### config.mk
export PLATFORM = sky130hd
export DESIGN_NAME = gated_weighted_moving_average_core_flat
export DESIGN_NICKNAME = d
export VERILOG_FILES = /design/src/hdl/gwma_pkg.sv /design/src/hdl/gwma_if.sv /design/src/hdl/gated_weighted_moving_average_core.sv /design/src/hdl/gwma_lane.sv /design/src/flat_wrapper.sv
export VERILOG_INCLUDE_DIRS = /design/src /design/src/hdl
export SDC_FILE = /design/constraint.sdc
export NUM_CORES = 2
export LEC_CHECK = 0
export BUFFER_PORTS_ARGS = -buffer_cell sky130_fd_sc_hd__buf_2
export CORE_UTILIZATION = 25
export CTS_BUF_LIST = sky130_fd_sc_hd__clkbuf_4
export DETAILED_ROUTE_END_ITERATION = 16
export GPL_TIMING_DRIVEN = 0
export PLACE_DENSITY = 0.47
export SLEW_MARGIN = 25
export SYNTH_ARGS = -nofsm -noshare
export SYNTH_HDL_FRONTEND = slang
export SYNTH_HIERARCHICAL = 1
export SYNTH_SLANG_ARGS = --single-unit
### constraint.sdc
create_clock -name i_clk -period 23.5 [get_ports i_clk]
set_input_delay 1.175 -clock i_clk [delete_from_list [all_inputs] [get_ports i_clk]]
set_output_delay 1.175 -clock i_clk [all_outputs]
set_load 0.02 [all_outputs]
### src/hdl/gated_weighted_moving_average_core_assert.svh
// assertion macros shared by the weighted moving average rtl
// no dependencies; every macro expands to one concurrent assertion with a reset guard
`ifndef GATED_WEIGHTED_MOVING_AVERAGE_CORE_ASSERT_SVH
`define GATED_WEIGHTED_MOVING_AVERAGE_CORE_ASSERT_SVH

// same-cycle implication
`define GWMA_ASSERT_IMPLY(label, clk, rst_n, ante, cons, msg) \
    label: assert property (@(posedge clk) disable iff (!(rst_n)) (ante) |-> (cons)) \
        else $error(msg);

// next-cycle implication
`define GWMA_ASSERT_NEXT(label, clk, rst_n, ante, cons, msg) \
    label: assert property (@(posedge clk) disable iff (!(rst_n)) (ante) |=> (cons)) \
        else $error(msg);

`endif

### src/hdl/gwma_pkg.sv
// package for the gated weighted moving average: widths, window depth,
// divider constants and shared types; no dependencies
`default_nettype none

package gwma_pkg;

    // field widths
    localparam int OFS_W   = 16;
    localparam int POS_W   = 24;
    localparam int COLOR_W = 8;

    // window depth, oldest entry at index 0, weight k+1 for entry k
    localparam int WIN_DEPTH = 5;

    // all lanes run at the widest field width
    localparam int LANE_W = POS_W;

    // sum of weights and the rounding divisor 2*total
    localparam int WT_SUM  = WIN_DEPTH * (WIN_DEPTH + 1) / 2;
    localparam int WT_DIV  = 2 * WT_SUM;

    // signed weighted sum, magnitude numerator 2*|sum|+total
    localparam int SUM_W   = LANE_W + $clog2(WT_SUM) + 1;
    localparam int NUM_W   = SUM_W + 1;

    // reciprocal of the divisor scaled by 2^NUM_W
    localparam int REC_W   = NUM_W - $clog2(WT_DIV) + 1;
    localparam int PROD_W  = NUM_W + REC_W;
    localparam longint unsigned REC_FULL = (64'd1 << NUM_W) / WT_DIV;
    localparam logic [REC_W-1:0] REC = REC_W'(REC_FULL);

    typedef logic signed [LANE_W-1:0] t_lane_word;
    typedef t_lane_word t_lane_win [WIN_DEPTH];

    // stage load enables handed to each arithmetic lane
    typedef struct packed {
        logic en_sum;
        logic en_div;
    } t_stage_en;

endpackage

`default_nettype wire

### src/hdl/gwma_if.sv
// request channel interfaces for detection records and averaged results
// depends on gwma_pkg for field widths
`default_nettype none

interface gwma_in_if;
    import gwma_pkg::*;

    logic                      valid;
    logic                      ready;
    logic signed [OFS_W-1:0]   offset_x;
    logic signed [OFS_W-1:0]   offset_y;
    logic signed [POS_W-1:0]   position_x;
    logic signed [POS_W-1:0]   position_y;
    logic        [COLOR_W-1:0] color_class;
    logic                      detected;

    modport source (
        output valid, offset_x, offset_y, position_x, position_y, color_class, detected,
        input  ready
    );
    modport sink (
        input  valid, offset_x, offset_y, position_x, position_y, color_class, detected,
        output ready
    );
endinterface

interface gwma_out_if;
    import gwma_pkg::*;

    logic                      valid;
    logic                      ready;
    logic signed [OFS_W-1:0]   mean_offset_x;
    logic signed [OFS_W-1:0]   mean_offset_y;
    logic signed [POS_W-1:0]   mean_position_x;
    logic signed [POS_W-1:0]   mean_position_y;
    logic        [COLOR_W-1:0] out_color;
    logic                      out_found;

    modport source (
        output valid, mean_offset_x, mean_offset_y, mean_position_x, mean_position_y,
               out_color, out_found,
        input  ready
    );
    modport sink (
        input  valid, mean_offset_x, mean_offset_y, mean_position_x, mean_position_y,
               out_color, out_found,
        output ready
    );
endinterface

`default_nettype wire

### src/hdl/gated_weighted_moving_average_core.sv
// Gated weighted moving average over detection records.
//
// Input channel i_in (sink) takes one detection record per request; output
// channel o_out (source) gives one averaged record per input request, in order.
// Each record shifts into a five-entry window (oldest weight 1, newest weight 5).
// When all window colors match, the result is the weighted mean of each field,
// rounded to nearest with ties away from zero, plus that color and the OR of the
// found flags; otherwise the result is all zeros with found clear.
//
// Throughput: one record per cycle while the receiver takes results; the
// pipeline is window register, weighted sum register, reciprocal multiply
// register and output register.
// Reset clears the window to zero records and empties the pipeline, so the first
// four results average in zero records.
// When the receiver stalls, each stage holds until the one after it frees up;
// the input stays ready until all four stages are full.
//
// depends on gwma_pkg, gwma_if, gwma_lane and the assertion macro header
`default_nettype none

`include "gated_weighted_moving_average_core_assert.svh"

module gated_weighted_moving_average_core (
    input  wire logic i_clk,
    input  wire logic i_rst_n,
    gwma_in_if.sink   i_in,
    gwma_out_if.source o_out
);
    import gwma_pkg::*;

    // window storage, index 0 oldest
    logic signed [OFS_W-1:0]   r_ofs_x_win [WIN_DEPTH];
    logic signed [OFS_W-1:0]   r_ofs_y_win [WIN_DEPTH];
    logic signed [POS_W-1:0]   r_pos_x_win [WIN_DEPTH];
    logic signed [POS_W-1:0]   r_pos_y_win [WIN_DEPTH];
    logic        [COLOR_W-1:0] r_color_win [WIN_DEPTH];
    logic        [WIN_DEPTH-1:0] r_found_win;

    // stage valid flags: window, sum, divide, output
    logic r_v0, r_v1, r_v2, r_v3;
    logic rdy0, rdy1, rdy2, rdy3;
    logic in_acc;
    logic en_out;
    t_stage_en stage_en;

    // side data that follows the lanes
    logic                n_same;
    logic                n_any;
    logic                r_same1, r_same2;
    logic                r_any1, r_any2;
    logic [COLOR_W-1:0]  r_color1, r_color2;

    t_lane_win  lane_win [4];
    t_lane_word lane_mean [4];

    // output register
    logic signed [OFS_W-1:0]   r_out_ofs_x;
    logic signed [OFS_W-1:0]   r_out_ofs_y;
    logic signed [POS_W-1:0]   r_out_pos_x;
    logic signed [POS_W-1:0]   r_out_pos_y;
    logic        [COLOR_W-1:0] r_out_color;
    logic                      r_out_found;

    // ready chain, a stage may load when it is empty or moving on
    always_comb begin
        rdy3   = !r_v3 || o_out.ready;
        rdy2   = !r_v2 || rdy3;
        rdy1   = !r_v1 || rdy2;
        rdy0   = !r_v0 || rdy1;
        in_acc = i_in.valid && rdy0;
        stage_en.en_sum = r_v0 && rdy1;
        stage_en.en_div = r_v1 && rdy2;
        en_out = r_v2 && rdy3;
    end

    assign i_in.ready = rdy0;

    // stage valid flags
    always_ff @(posedge i_clk) begin
        if (!i_rst_n) begin
            r_v0 <= 1'b0;
            r_v1 <= 1'b0;
            r_v2 <= 1'b0;
            r_v3 <= 1'b0;
        end else begin
            if (rdy0) r_v0 <= in_acc;
            if (rdy1) r_v1 <= r_v0;
            if (rdy2) r_v2 <= r_v1;
            if (rdy3) r_v3 <= r_v2;
        end
    end

    // window shift on each accepted request
    always_ff @(posedge i_clk) begin
        if (!i_rst_n) begin
            for (int k = 0; k < WIN_DEPTH; k++) begin
                r_ofs_x_win[k] <= '0;
                r_ofs_y_win[k] <= '0;
                r_pos_x_win[k] <= '0;
                r_pos_y_win[k] <= '0;
                r_color_win[k] <= '0;
            end
            r_found_win <= '0;
        end else if (in_acc) begin
            for (int k = 0; k < WIN_DEPTH - 1; k++) begin
                r_ofs_x_win[k] <= r_ofs_x_win[k+1];
                r_ofs_y_win[k] <= r_ofs_y_win[k+1];
                r_pos_x_win[k] <= r_pos_x_win[k+1];
                r_pos_y_win[k] <= r_pos_y_win[k+1];
                r_color_win[k] <= r_color_win[k+1];
            end
            r_ofs_x_win[WIN_DEPTH-1] <= i_in.offset_x;
            r_ofs_y_win[WIN_DEPTH-1] <= i_in.offset_y;
            r_pos_x_win[WIN_DEPTH-1] <= i_in.position_x;
            r_pos_y_win[WIN_DEPTH-1] <= i_in.position_y;
            r_color_win[WIN_DEPTH-1] <= i_in.color_class;
            r_found_win <= {i_in.detected, r_found_win[WIN_DEPTH-1:1]};
        end
    end

    // widen the four numeric fields to lane width
    always_comb begin
        for (int k = 0; k < WIN_DEPTH; k++) begin
            lane_win[0][k] = LANE_W'(r_ofs_x_win[k]);
            lane_win[1][k] = LANE_W'(r_ofs_y_win[k]);
            lane_win[2][k] = LANE_W'(r_pos_x_win[k]);
            lane_win[3][k] = LANE_W'(r_pos_y_win[k]);
        end
    end

    // color agreement and found flag over the window
    always_comb begin
        n_same = 1'b1;
        for (int k = 1; k < WIN_DEPTH; k++) begin
            if (r_color_win[k] != r_color_win[0]) n_same = 1'b0;
        end
        n_any = |r_found_win;
    end

    always_ff @(posedge i_clk) begin
        if (stage_en.en_sum) begin
            r_same1  <= n_same;
            r_any1   <= n_any;
            r_color1 <= r_color_win[0];
        end
        if (stage_en.en_div) begin
            r_same2  <= r_same1;
            r_any2   <= r_any1;
            r_color2 <= r_color1;
        end
    end

    // four arithmetic lanes
    for (genvar g = 0; g < 4; g++) begin : g_lane
        gwma_lane u_lane (
            .i_clk  (i_clk),
            .i_en   (stage_en),
            .i_win  (lane_win[g]),
            .o_mean (lane_mean[g])
        );
    end

    // result register, zero record when colors differ
    always_ff @(posedge i_clk) begin
        if (en_out) begin
            if (r_same2) begin
                r_out_ofs_x <= OFS_W'(lane_mean[0]);
                r_out_ofs_y <= OFS_W'(lane_mean[1]);
                r_out_pos_x <= POS_W'(lane_mean[2]);
                r_out_pos_y <= POS_W'(lane_mean[3]);
                r_out_color <= r_color2;
                r_out_found <= r_any2;
            end else begin
                r_out_ofs_x <= '0;
                r_out_ofs_y <= '0;
                r_out_pos_x <= '0;
                r_out_pos_y <= '0;
                r_out_color <= '0;
                r_out_found <= 1'b0;
            end
        end
    end

    assign o_out.valid           = r_v3;
    assign o_out.mean_offset_x   = r_out_ofs_x;
    assign o_out.mean_offset_y   = r_out_ofs_y;
    assign o_out.mean_position_x = r_out_pos_x;
    assign o_out.mean_position_y = r_out_pos_y;
    assign o_out.out_color       = r_out_color;
    assign o_out.out_found       = r_out_found;

    // checks
    `GWMA_ASSERT_NEXT(a_accept_fills_window, i_clk, i_rst_n, in_acc, r_v0, "window not marked full")
    `GWMA_ASSERT_NEXT(a_sum_stage_loads, i_clk, i_rst_n, stage_en.en_sum, r_v1, "sum stage lost a request")
    `GWMA_ASSERT_IMPLY(a_block_only_when_full, i_clk, i_rst_n, !i_in.ready, r_v0 && r_v1 && r_v2 && r_v3, "input blocked with a free stage")
    `GWMA_ASSERT_NEXT(a_mismatch_gives_zero, i_clk, i_rst_n, en_out && !r_same2, !r_out_found && r_out_color == '0 && r_out_ofs_x == '0 && r_out_pos_y == '0, "color mismatch result not zero")

endmodule

`default_nettype wire

### src/hdl/gwma_lane.sv
// one arithmetic lane: weighted sum, reciprocal multiply, rounding correction
// depends on gwma_pkg; stage enables come from the core's pipeline control
`default_nettype none

module gwma_lane (
    input  wire logic                i_clk,
    input  wire gwma_pkg::t_stage_en i_en,
    input  wire gwma_pkg::t_lane_win i_win,
    output gwma_pkg::t_lane_word     o_mean
);
    import gwma_pkg::*;

    logic signed [SUM_W-1:0]  n_sum;
    logic signed [SUM_W-1:0]  r_sum;
    logic                     n_neg;
    logic        [SUM_W-1:0]  n_mag;
    logic        [NUM_W-1:0]  n_num;
    logic                     r_neg;
    logic        [NUM_W-1:0]  r_num;
    logic        [PROD_W-1:0] r_prod;
    logic        [REC_W-1:0]  q_est;
    logic        [NUM_W-1:0]  rem;
    logic        [REC_W-1:0]  q_fix;

    // weighted sum over the window, constant weights
    always_comb begin
        n_sum = '0;
        for (int k = 0; k < WIN_DEPTH; k++) begin
            n_sum = n_sum + SUM_W'(i_win[k]) * $signed(SUM_W'(k + 1));
        end
    end

    always_ff @(posedge i_clk) begin
        if (i_en.en_sum) begin
            r_sum <= n_sum;
        end
    end

    // magnitude and rounding numerator 2*|sum| + total
    always_comb begin
        n_neg = r_sum[SUM_W-1];
        n_mag = n_neg ? SUM_W'(-r_sum) : SUM_W'(r_sum);
        n_num = {n_mag, 1'b0} + NUM_W'(WT_SUM);
    end

    // quotient estimate by reciprocal multiply, low by at most one
    always_ff @(posedge i_clk) begin
        if (i_en.en_div) begin
            r_neg  <= n_neg;
            r_num  <= n_num;
            r_prod <= PROD_W'(n_num) * PROD_W'(REC);
        end
    end

    // correct the estimate and restore the sign
    always_comb begin
        q_est  = r_prod[PROD_W-1:NUM_W];
        rem    = r_num - NUM_W'(NUM_W'(q_est) * NUM_W'(WT_DIV));
        q_fix  = (rem >= NUM_W'(WT_DIV)) ? q_est + REC_W'(1) : q_est;
        o_mean = r_neg ? t_lane_word'(-LANE_W'(q_fix)) : t_lane_word'(LANE_W'(q_fix));
    end

endmodule

`default_nettype wire
### src/flat_wrapper.sv
// flat-port wrapper written by rule: the top's interface ports become plain ports
module gated_weighted_moving_average_core_flat import gwma_pkg::*;
  (i_clk, i_rst_n, i_in_valid, i_in_offset_x, i_in_offset_y, i_in_position_x, i_in_position_y, i_in_color_class, i_in_detected, i_in_ready, o_out_valid, o_out_mean_offset_x, o_out_mean_offset_y, o_out_mean_position_x, o_out_mean_position_y, o_out_out_color, o_out_out_found, o_out_ready);
  gwma_in_if i_in_i ();
  gwma_out_if o_out_i ();
  input  wire logic i_clk;
  input  wire logic i_rst_n;
  input wire logic [$bits(i_in_i.valid)-1:0] i_in_valid;
  input wire logic [$bits(i_in_i.offset_x)-1:0] i_in_offset_x;
  input wire logic [$bits(i_in_i.offset_y)-1:0] i_in_offset_y;
  input wire logic [$bits(i_in_i.position_x)-1:0] i_in_position_x;
  input wire logic [$bits(i_in_i.position_y)-1:0] i_in_position_y;
  input wire logic [$bits(i_in_i.color_class)-1:0] i_in_color_class;
  input wire logic [$bits(i_in_i.detected)-1:0] i_in_detected;
  output wire logic [$bits(i_in_i.ready)-1:0] i_in_ready;
  output wire logic [$bits(o_out_i.valid)-1:0] o_out_valid;
  output wire logic [$bits(o_out_i.mean_offset_x)-1:0] o_out_mean_offset_x;
  output wire logic [$bits(o_out_i.mean_offset_y)-1:0] o_out_mean_offset_y;
  output wire logic [$bits(o_out_i.mean_position_x)-1:0] o_out_mean_position_x;
  output wire logic [$bits(o_out_i.mean_position_y)-1:0] o_out_mean_position_y;
  output wire logic [$bits(o_out_i.out_color)-1:0] o_out_out_color;
  output wire logic [$bits(o_out_i.out_found)-1:0] o_out_out_found;
  input wire logic [$bits(o_out_i.ready)-1:0] o_out_ready;
  assign i_in_i.valid = i_in_valid;
  assign i_in_i.offset_x = i_in_offset_x;
  assign i_in_i.offset_y = i_in_offset_y;
  assign i_in_i.position_x = i_in_position_x;
  assign i_in_i.position_y = i_in_position_y;
  assign i_in_i.color_class = i_in_color_class;
  assign i_in_i.detected = i_in_detected;
  assign i_in_ready = i_in_i.ready;
  assign o_out_valid = o_out_i.valid;
  assign o_out_mean_offset_x = o_out_i.mean_offset_x;
  assign o_out_mean_offset_y = o_out_i.mean_offset_y;
  assign o_out_mean_position_x = o_out_i.mean_position_x;
  assign o_out_mean_position_y = o_out_i.mean_position_y;
  assign o_out_out_color = o_out_i.out_color;
  assign o_out_out_found = o_out_i.out_found;
  assign o_out_i.ready = o_out_ready;
  gated_weighted_moving_average_core u_core (.i_clk(i_clk), .i_rst_n(i_rst_n), .i_in(i_in_i), .o_out(o_out_i));
endmodule
-- Word level (Yosys, flattened, before mapping)
Memories as Yosys holds them, arrays and structs flattened.
Cells that the tools add are included.
- equal/unequal tests: 4
- bitwise gates (word level): 25
- $mul: 16
- mux-type cells: 42
- add/subtract/negate cells: 36
- reduce and logical (&&, ||, !) cells: 14
- order comparisons: 4
- operator list (kind ; count):
    $mux 24 ; 14
    $mux 16 ; 14
    $mul 30x25->55 const B ; 4
    $add 30x4->30 const B ; 4
    $ge 30x5->1 const B ; 4
    $sub 30x30->30 ; 4
    $mul 26x4->29 const B ; 4
    $mux 29 ; 4
    $neg 29->29 ; 4
    $add 28x26->29 ; 2
    $add 29x28->29 ; 2
    $add 26x27->28 ; 2
    $mul 24x4->28 const B ; 2
    $mul 24x3->27 const B ; 2
    $add 24x25->26 ; 2
    $add 24x1->24 const B ; 2
    $neg 24->24 ; 2
    $add 21x20->22 ; 2
    $add 20x18->21 ; 2
    $add 18x19->20 ; 2
    $mul 16x4->20 const B ; 2
    $mux 8 ; 5
    $mul 16x3->19 const B ; 2
    $add 16x17->18 ; 2
    10 further kinds ; 52
- output and inout bits: 91
- bits in writable memories: 440
- word-level logic and storage cells: 179
- memories: 5
- bits in registers: 578
- memory list (memory ; words ; bits a word ; read ports ; clocked after memory_dff ; write ports ; line ; text):
    u_core.r_pos_x_win ; 5 ; 24 ; 5 ; 0 ; 5 ; gated_weighted_moving_average_core.sv:34 ; logic signed [POS_W-1:0] r_pos_x_win [WIN_DEPTH];
    u_core.r_pos_y_win ; 5 ; 24 ; 5 ; 0 ; 5 ; gated_weighted_moving_average_core.sv:35 ; logic signed [POS_W-1:0] r_pos_y_win [WIN_DEPTH];
    u_core.r_ofs_x_win ; 5 ; 16 ; 5 ; 0 ; 5 ; gated_weighted_moving_average_core.sv:32 ; logic signed [OFS_W-1:0] r_ofs_x_win [WIN_DEPTH];
    u_core.r_ofs_y_win ; 5 ; 16 ; 5 ; 0 ; 5 ; gated_weighted_moving_average_core.sv:33 ; logic signed [OFS_W-1:0] r_ofs_y_win [WIN_DEPTH];
    u_core.r_color_win ; 5 ; 8 ; 5 ; 0 ; 5 ; gated_weighted_moving_average_core.sv:36 ; logic [COLOR_W-1:0] r_color_win [WIN_DEPTH];

-- Logic depth before layout (Yosys ltp)
- depth after elaboration: 10
- depth in mapped cells: 42
- mapped depth without buffers: 40

-- Modules after synthesis
Netlist, hierarchy kept.
- by module, submodules not included (module ; times used ; cells an instance ; area an instance (µm²) ; seq. area each (µm²)):
    gated_weighted_moving_average_core ; 1 ; 1200 ; 20917.6 ; 16666.0
    gwma_lane at u_core.g_lane[1].u_lane ; 1 ; 2101 ; 20510.9 ; 2552.4
    gwma_lane at u_core.g_lane[2].u_lane ; 1 ; 2098 ; 20439.6 ; 2552.4
    gwma_lane at u_core.g_lane[3].u_lane ; 1 ; 2088 ; 20250.7 ; 2552.4
    gwma_lane at u_core.g_lane[0].u_lane ; 1 ; 2026 ; 20006.7 ; 2552.4

-- Least setup slack after synthesis
No wires, ideal clock.
- path type: input port to flip-flop
- start: input o_out_ready
- end: register u_core.g_lane[0].u_lane.r_neg (enable)
- cell stages on the path: 3
- data required time: 22.639 ns
- slack: 10.960 ns
- data arrival time: 11.680 ns
- setup time: 0.861 ns
- cell sequence: nor2b_1 -> and2_1 -> nor2b_1
- RTL lines (what ; line ; text):
    start, declared ; flat_wrapper.sv:23 ; input wire logic [$bits(o_out_i.ready)-1:0] o_out_ready;
    end signal, assigned ; gwma_lane.sv:49 ; r_neg <= n_neg;
    end, declared ; gwma_lane.sv:18 ; logic r_neg;

-- Worst setup path after layout
- start: register u_core.g_lane[3].u_lane.r_sum[2]
- end: register u_core.g_lane[3].u_lane.r_prod[55] (data pin)
- word-level cells in the longest chain between the ends: 4
- ends and longest elaborated chain (what ; line ; text):
    start, declared ; gwma_lane.sv:14 ; logic signed [SUM_W-1:0] r_sum;
    start signal, assigned ; gwma_lane.sv:35 ; r_sum <= n_sum;
    $neg 29->29 ; gwma_lane.sv:42 ; n_mag = n_neg ? SUM_W'(-r_sum) : SUM_W'(r_sum);
    $mux 29 (*) ; gwma_lane.sv:42 ;
    $add 30x4->30 (*) ; gwma_lane.sv:43 ; n_num = {n_mag, 1'b0} + NUM_W'(WT_SUM);
    net u_core.g_lane[3].u_lane.n_num[24] ; gwma_lane.sv:17 ; logic [NUM_W-1:0] n_num;
    $mul 30x25->55 (*) ; gwma_lane.sv:51 ; r_prod <= PROD_W'(n_num) * PROD_W'(REC);
    end signal, assigned ; gwma_lane.sv:51 ;
    end, declared ; gwma_lane.sv:20 ; logic [PROD_W-1:0] r_prod;
The timed path passes the listed nets; every way through them passes the cells marked *.
A chain may end at the register's enable or synchronous reset.

==> flow_summary_export.csv <==
group,metric,value,unit
global_routing,grt.overflow.total,0,
floorplanning,rows,233,
critical_path,worst-setup-path-type,"reg -> reg",
cts,ctsLongestPathBuffers,4,
cts,cts_setup_buffers,0,
floorplanning,die_y,638.2,microns
synthesis,yosysWarnings,6,
global_routing,grt_max_degree,92,
cts,htreeDepth,5,
flow_run,maxCapViolCount,0,
timing,slew_viol_final,0,
timing,hold_viol,0,
finish,area.growth.synth_to_final,12.22,%
timing,layout_setup_ws,11.59,ns
floorplanning,fp.coreArea,402900,sq um
min_path,hold_path_class,"in -> reg",
critical_path,start_kind,"flip-flop",
floorplanning,pin_count,184,
timing,max_slew_margin,24.90,%
synthesis,synthCells,9403,
critical_path,worst-endpoint-arrival,12.82,ns
drt,drt_first_pass_iters,6,
drt,ant_nets,0,
critical_path,cp_top_family,"compound AO/OA/AOI/OAI gates",
synthesis,synth.avg_cell_area,10.76,sq um
cts,tritoncts,"done",
finish,drive_above_1_share,9.464,%
drt,viasPerCell,4.317,
cts,cts.sinks,898,
timing,final-setup-viol-count,0,
run_status,status,"finished, final reports clean",
finish,ff_latch_area,26880,sq um
placed_design,io_buffers,183,
min_path,min_path_cells,2,
global_routing,grt_pass1_vias,69870,
drt,drc,0,
critical_path,critPathMaxFanout,8,
placed_design,place_ws,11.52,ns
cts,cts_root_buffer,"clkbuf_4",
timing,fin_crit_sh,50.66,%
timing,finClkSkew,0.2021,ns
cts,numCtsBuffers,278,
finish,final_core_utilization,28.19,%
critical_path,cp_slowest_cell,"nor4_1",
finish,multiInputGateArea,68270,sq um
critical_path,cp.required,24.41,ns
timing,tightest_slew,1.118,ns
placed_design,gp_congestion,0.8550,
drt,wire_per_inst,16.33,microns
timing,hold_slack,0.2662,ns
critical_path,r2r_slack,11.59,ns
floorplanning,die_x,638.2,microns
global_routing,grt.total_usage,12.41,%
synthesis,synth_area,101200,sq um
critical_path,r2r_cells,39,
drt,first_iter_violations,2934,
drt,drt-total-wl,253.3,mm
critical_path,cp.depth,39,
global_routing,grt_pass1_wl,398.5,mm
critical_path,end_kind,"flip-flop",
cts,path_clk_slew,0.07,ns
timing,setup_tns,0,ns
timing,fmaxAchievable,83.99,MHz
finish,nFillCells,42550,
critical_path,slowest_delay,0.68,ns
global_routing,antenna_found_initial,49,
cts,insertion_delay,1.25,ns
timing,fin_crit,11.91,ns
floorplanning,floorplan.initialDensity,25.12,%
placed_design,dpl.hpwl,211.7,mm
finish,fin_nets,12540,
timing,rsz0062_at_grt,"false",
synthesis,postSynthNetCount,12030,
drt,via_count,66970,
floorplanning,dieArea,407300,sq um
critical_path,crit_buf_inv,5,
-- cell usage in the layout, fill, tap and decap left out, drive strengths merged, types with 126 or more instances in the layout --
| cell type | n |
|---|---|
| nor2 | 397 |
| and2 | 585 |
| ha | 1428 |
| fa | 1108 |
| nand2 | 365 |
| a21oi | 349 |
| nor3 | 159 |
| inv | 1473 |
| xor2 | 241 |
| xnor2 | 425 |
| a21o | 126 |
| nand3 | 149 |
| buf | 267 |
| edfxtp | 889 |
| clkbuf | 504 |
| o21ai | 295 |
-- area by class of cell --
cell class / count / share of cell area (%)
well taps: 5405 / 5.955
clock buffers: 374 / 2.472
flip-flops and latches: 898 / 23.67
clock inverters: 93 / 0.5112
repair buffers: 231 / 1.604
multi-input cells: 6860 / 60.12
inverters: 1468 / 4.859
diodes: 9 / 0.01983
plain buffers: 177 / 0.7911
-- through the flow --
| step | area [sq um] | instances |
|---|---|---|
| 6_report | 113600 | 15520 |
| 5_1_grt | 113600 | 15510 |
| 4_1_cts | 113500 | 15500 |
| 3_5_place_dp | 110000 | 15030 |
| 3_3_place_gp | 108900 | 14990 |
| 2_1_floorplan | 101200 | 9403 |
-- sequential cells by signal, indices dropped and copies added (netlist names), 40 cells and up --
signal / count
u_core/g_lane.u_lane/r_num: 104
u_core/g_lane.u_lane/r_prod: 116
u_core/g_lane.u_lane/r_sum: 116
u_core/r_color_win: 40
u_core/r_ofs_x_win: 80
u_core/r_ofs_y_win: 80
u_core/r_pos_x_win: 120
u_core/r_pos_y_win: 120
-- path summary, 6_finish.rpt --
path                                                       start                            endpoint
worst max register to register  u_core/g_lane[3].u_lane/r_sum[2]  u_core/g_lane[3].u_lane/r_prod[55]
worst min register to register                     u_core/r_any1                       u_core/r_any2
worst min-delay path                         i_in_position_y[16]          u_core/r_pos_y_win[0][112]
worst max-delay path            u_core/g_lane[3].u_lane/r_sum[2]  u_core/g_lane[3].u_lane/r_prod[55]
-- worst reg2reg max path, delay by kind of cell, from the launching register on --
kind / cells / cell delay, ns
and+or+nand+nor: 12 / 3.35
DFF: 1 / 0.46
AOI/OAI and AO/OA: 13 / 3.92
buffers and inverters: 5 / 0.54
xor gates and xnor gates: 3 / 0.82
adders and majority gates: 6 / 2.54
-- routing by layer --
layer  global-route usage [%]  routed length [microns]  vias up  share of wire (%)
li1                         -                        -    33320                  -
met1                    17.58                   125700    32310                 50
met2                    19.65                   111100      978                 44
met3                    1.978                    10670      348                4.2
met4                    3.038                     5699       20                2.3
met5                        0                      141        -              0.056
-- timing repair --
action,4_1_cts,5_1_grt
hold endpoints to repair,12,0
resized for setup,0,0
hold buffers,11,0
Power is not shown: default switching activity piles up to over one toggle a cycle in this logic, so the estimate is an artifact.
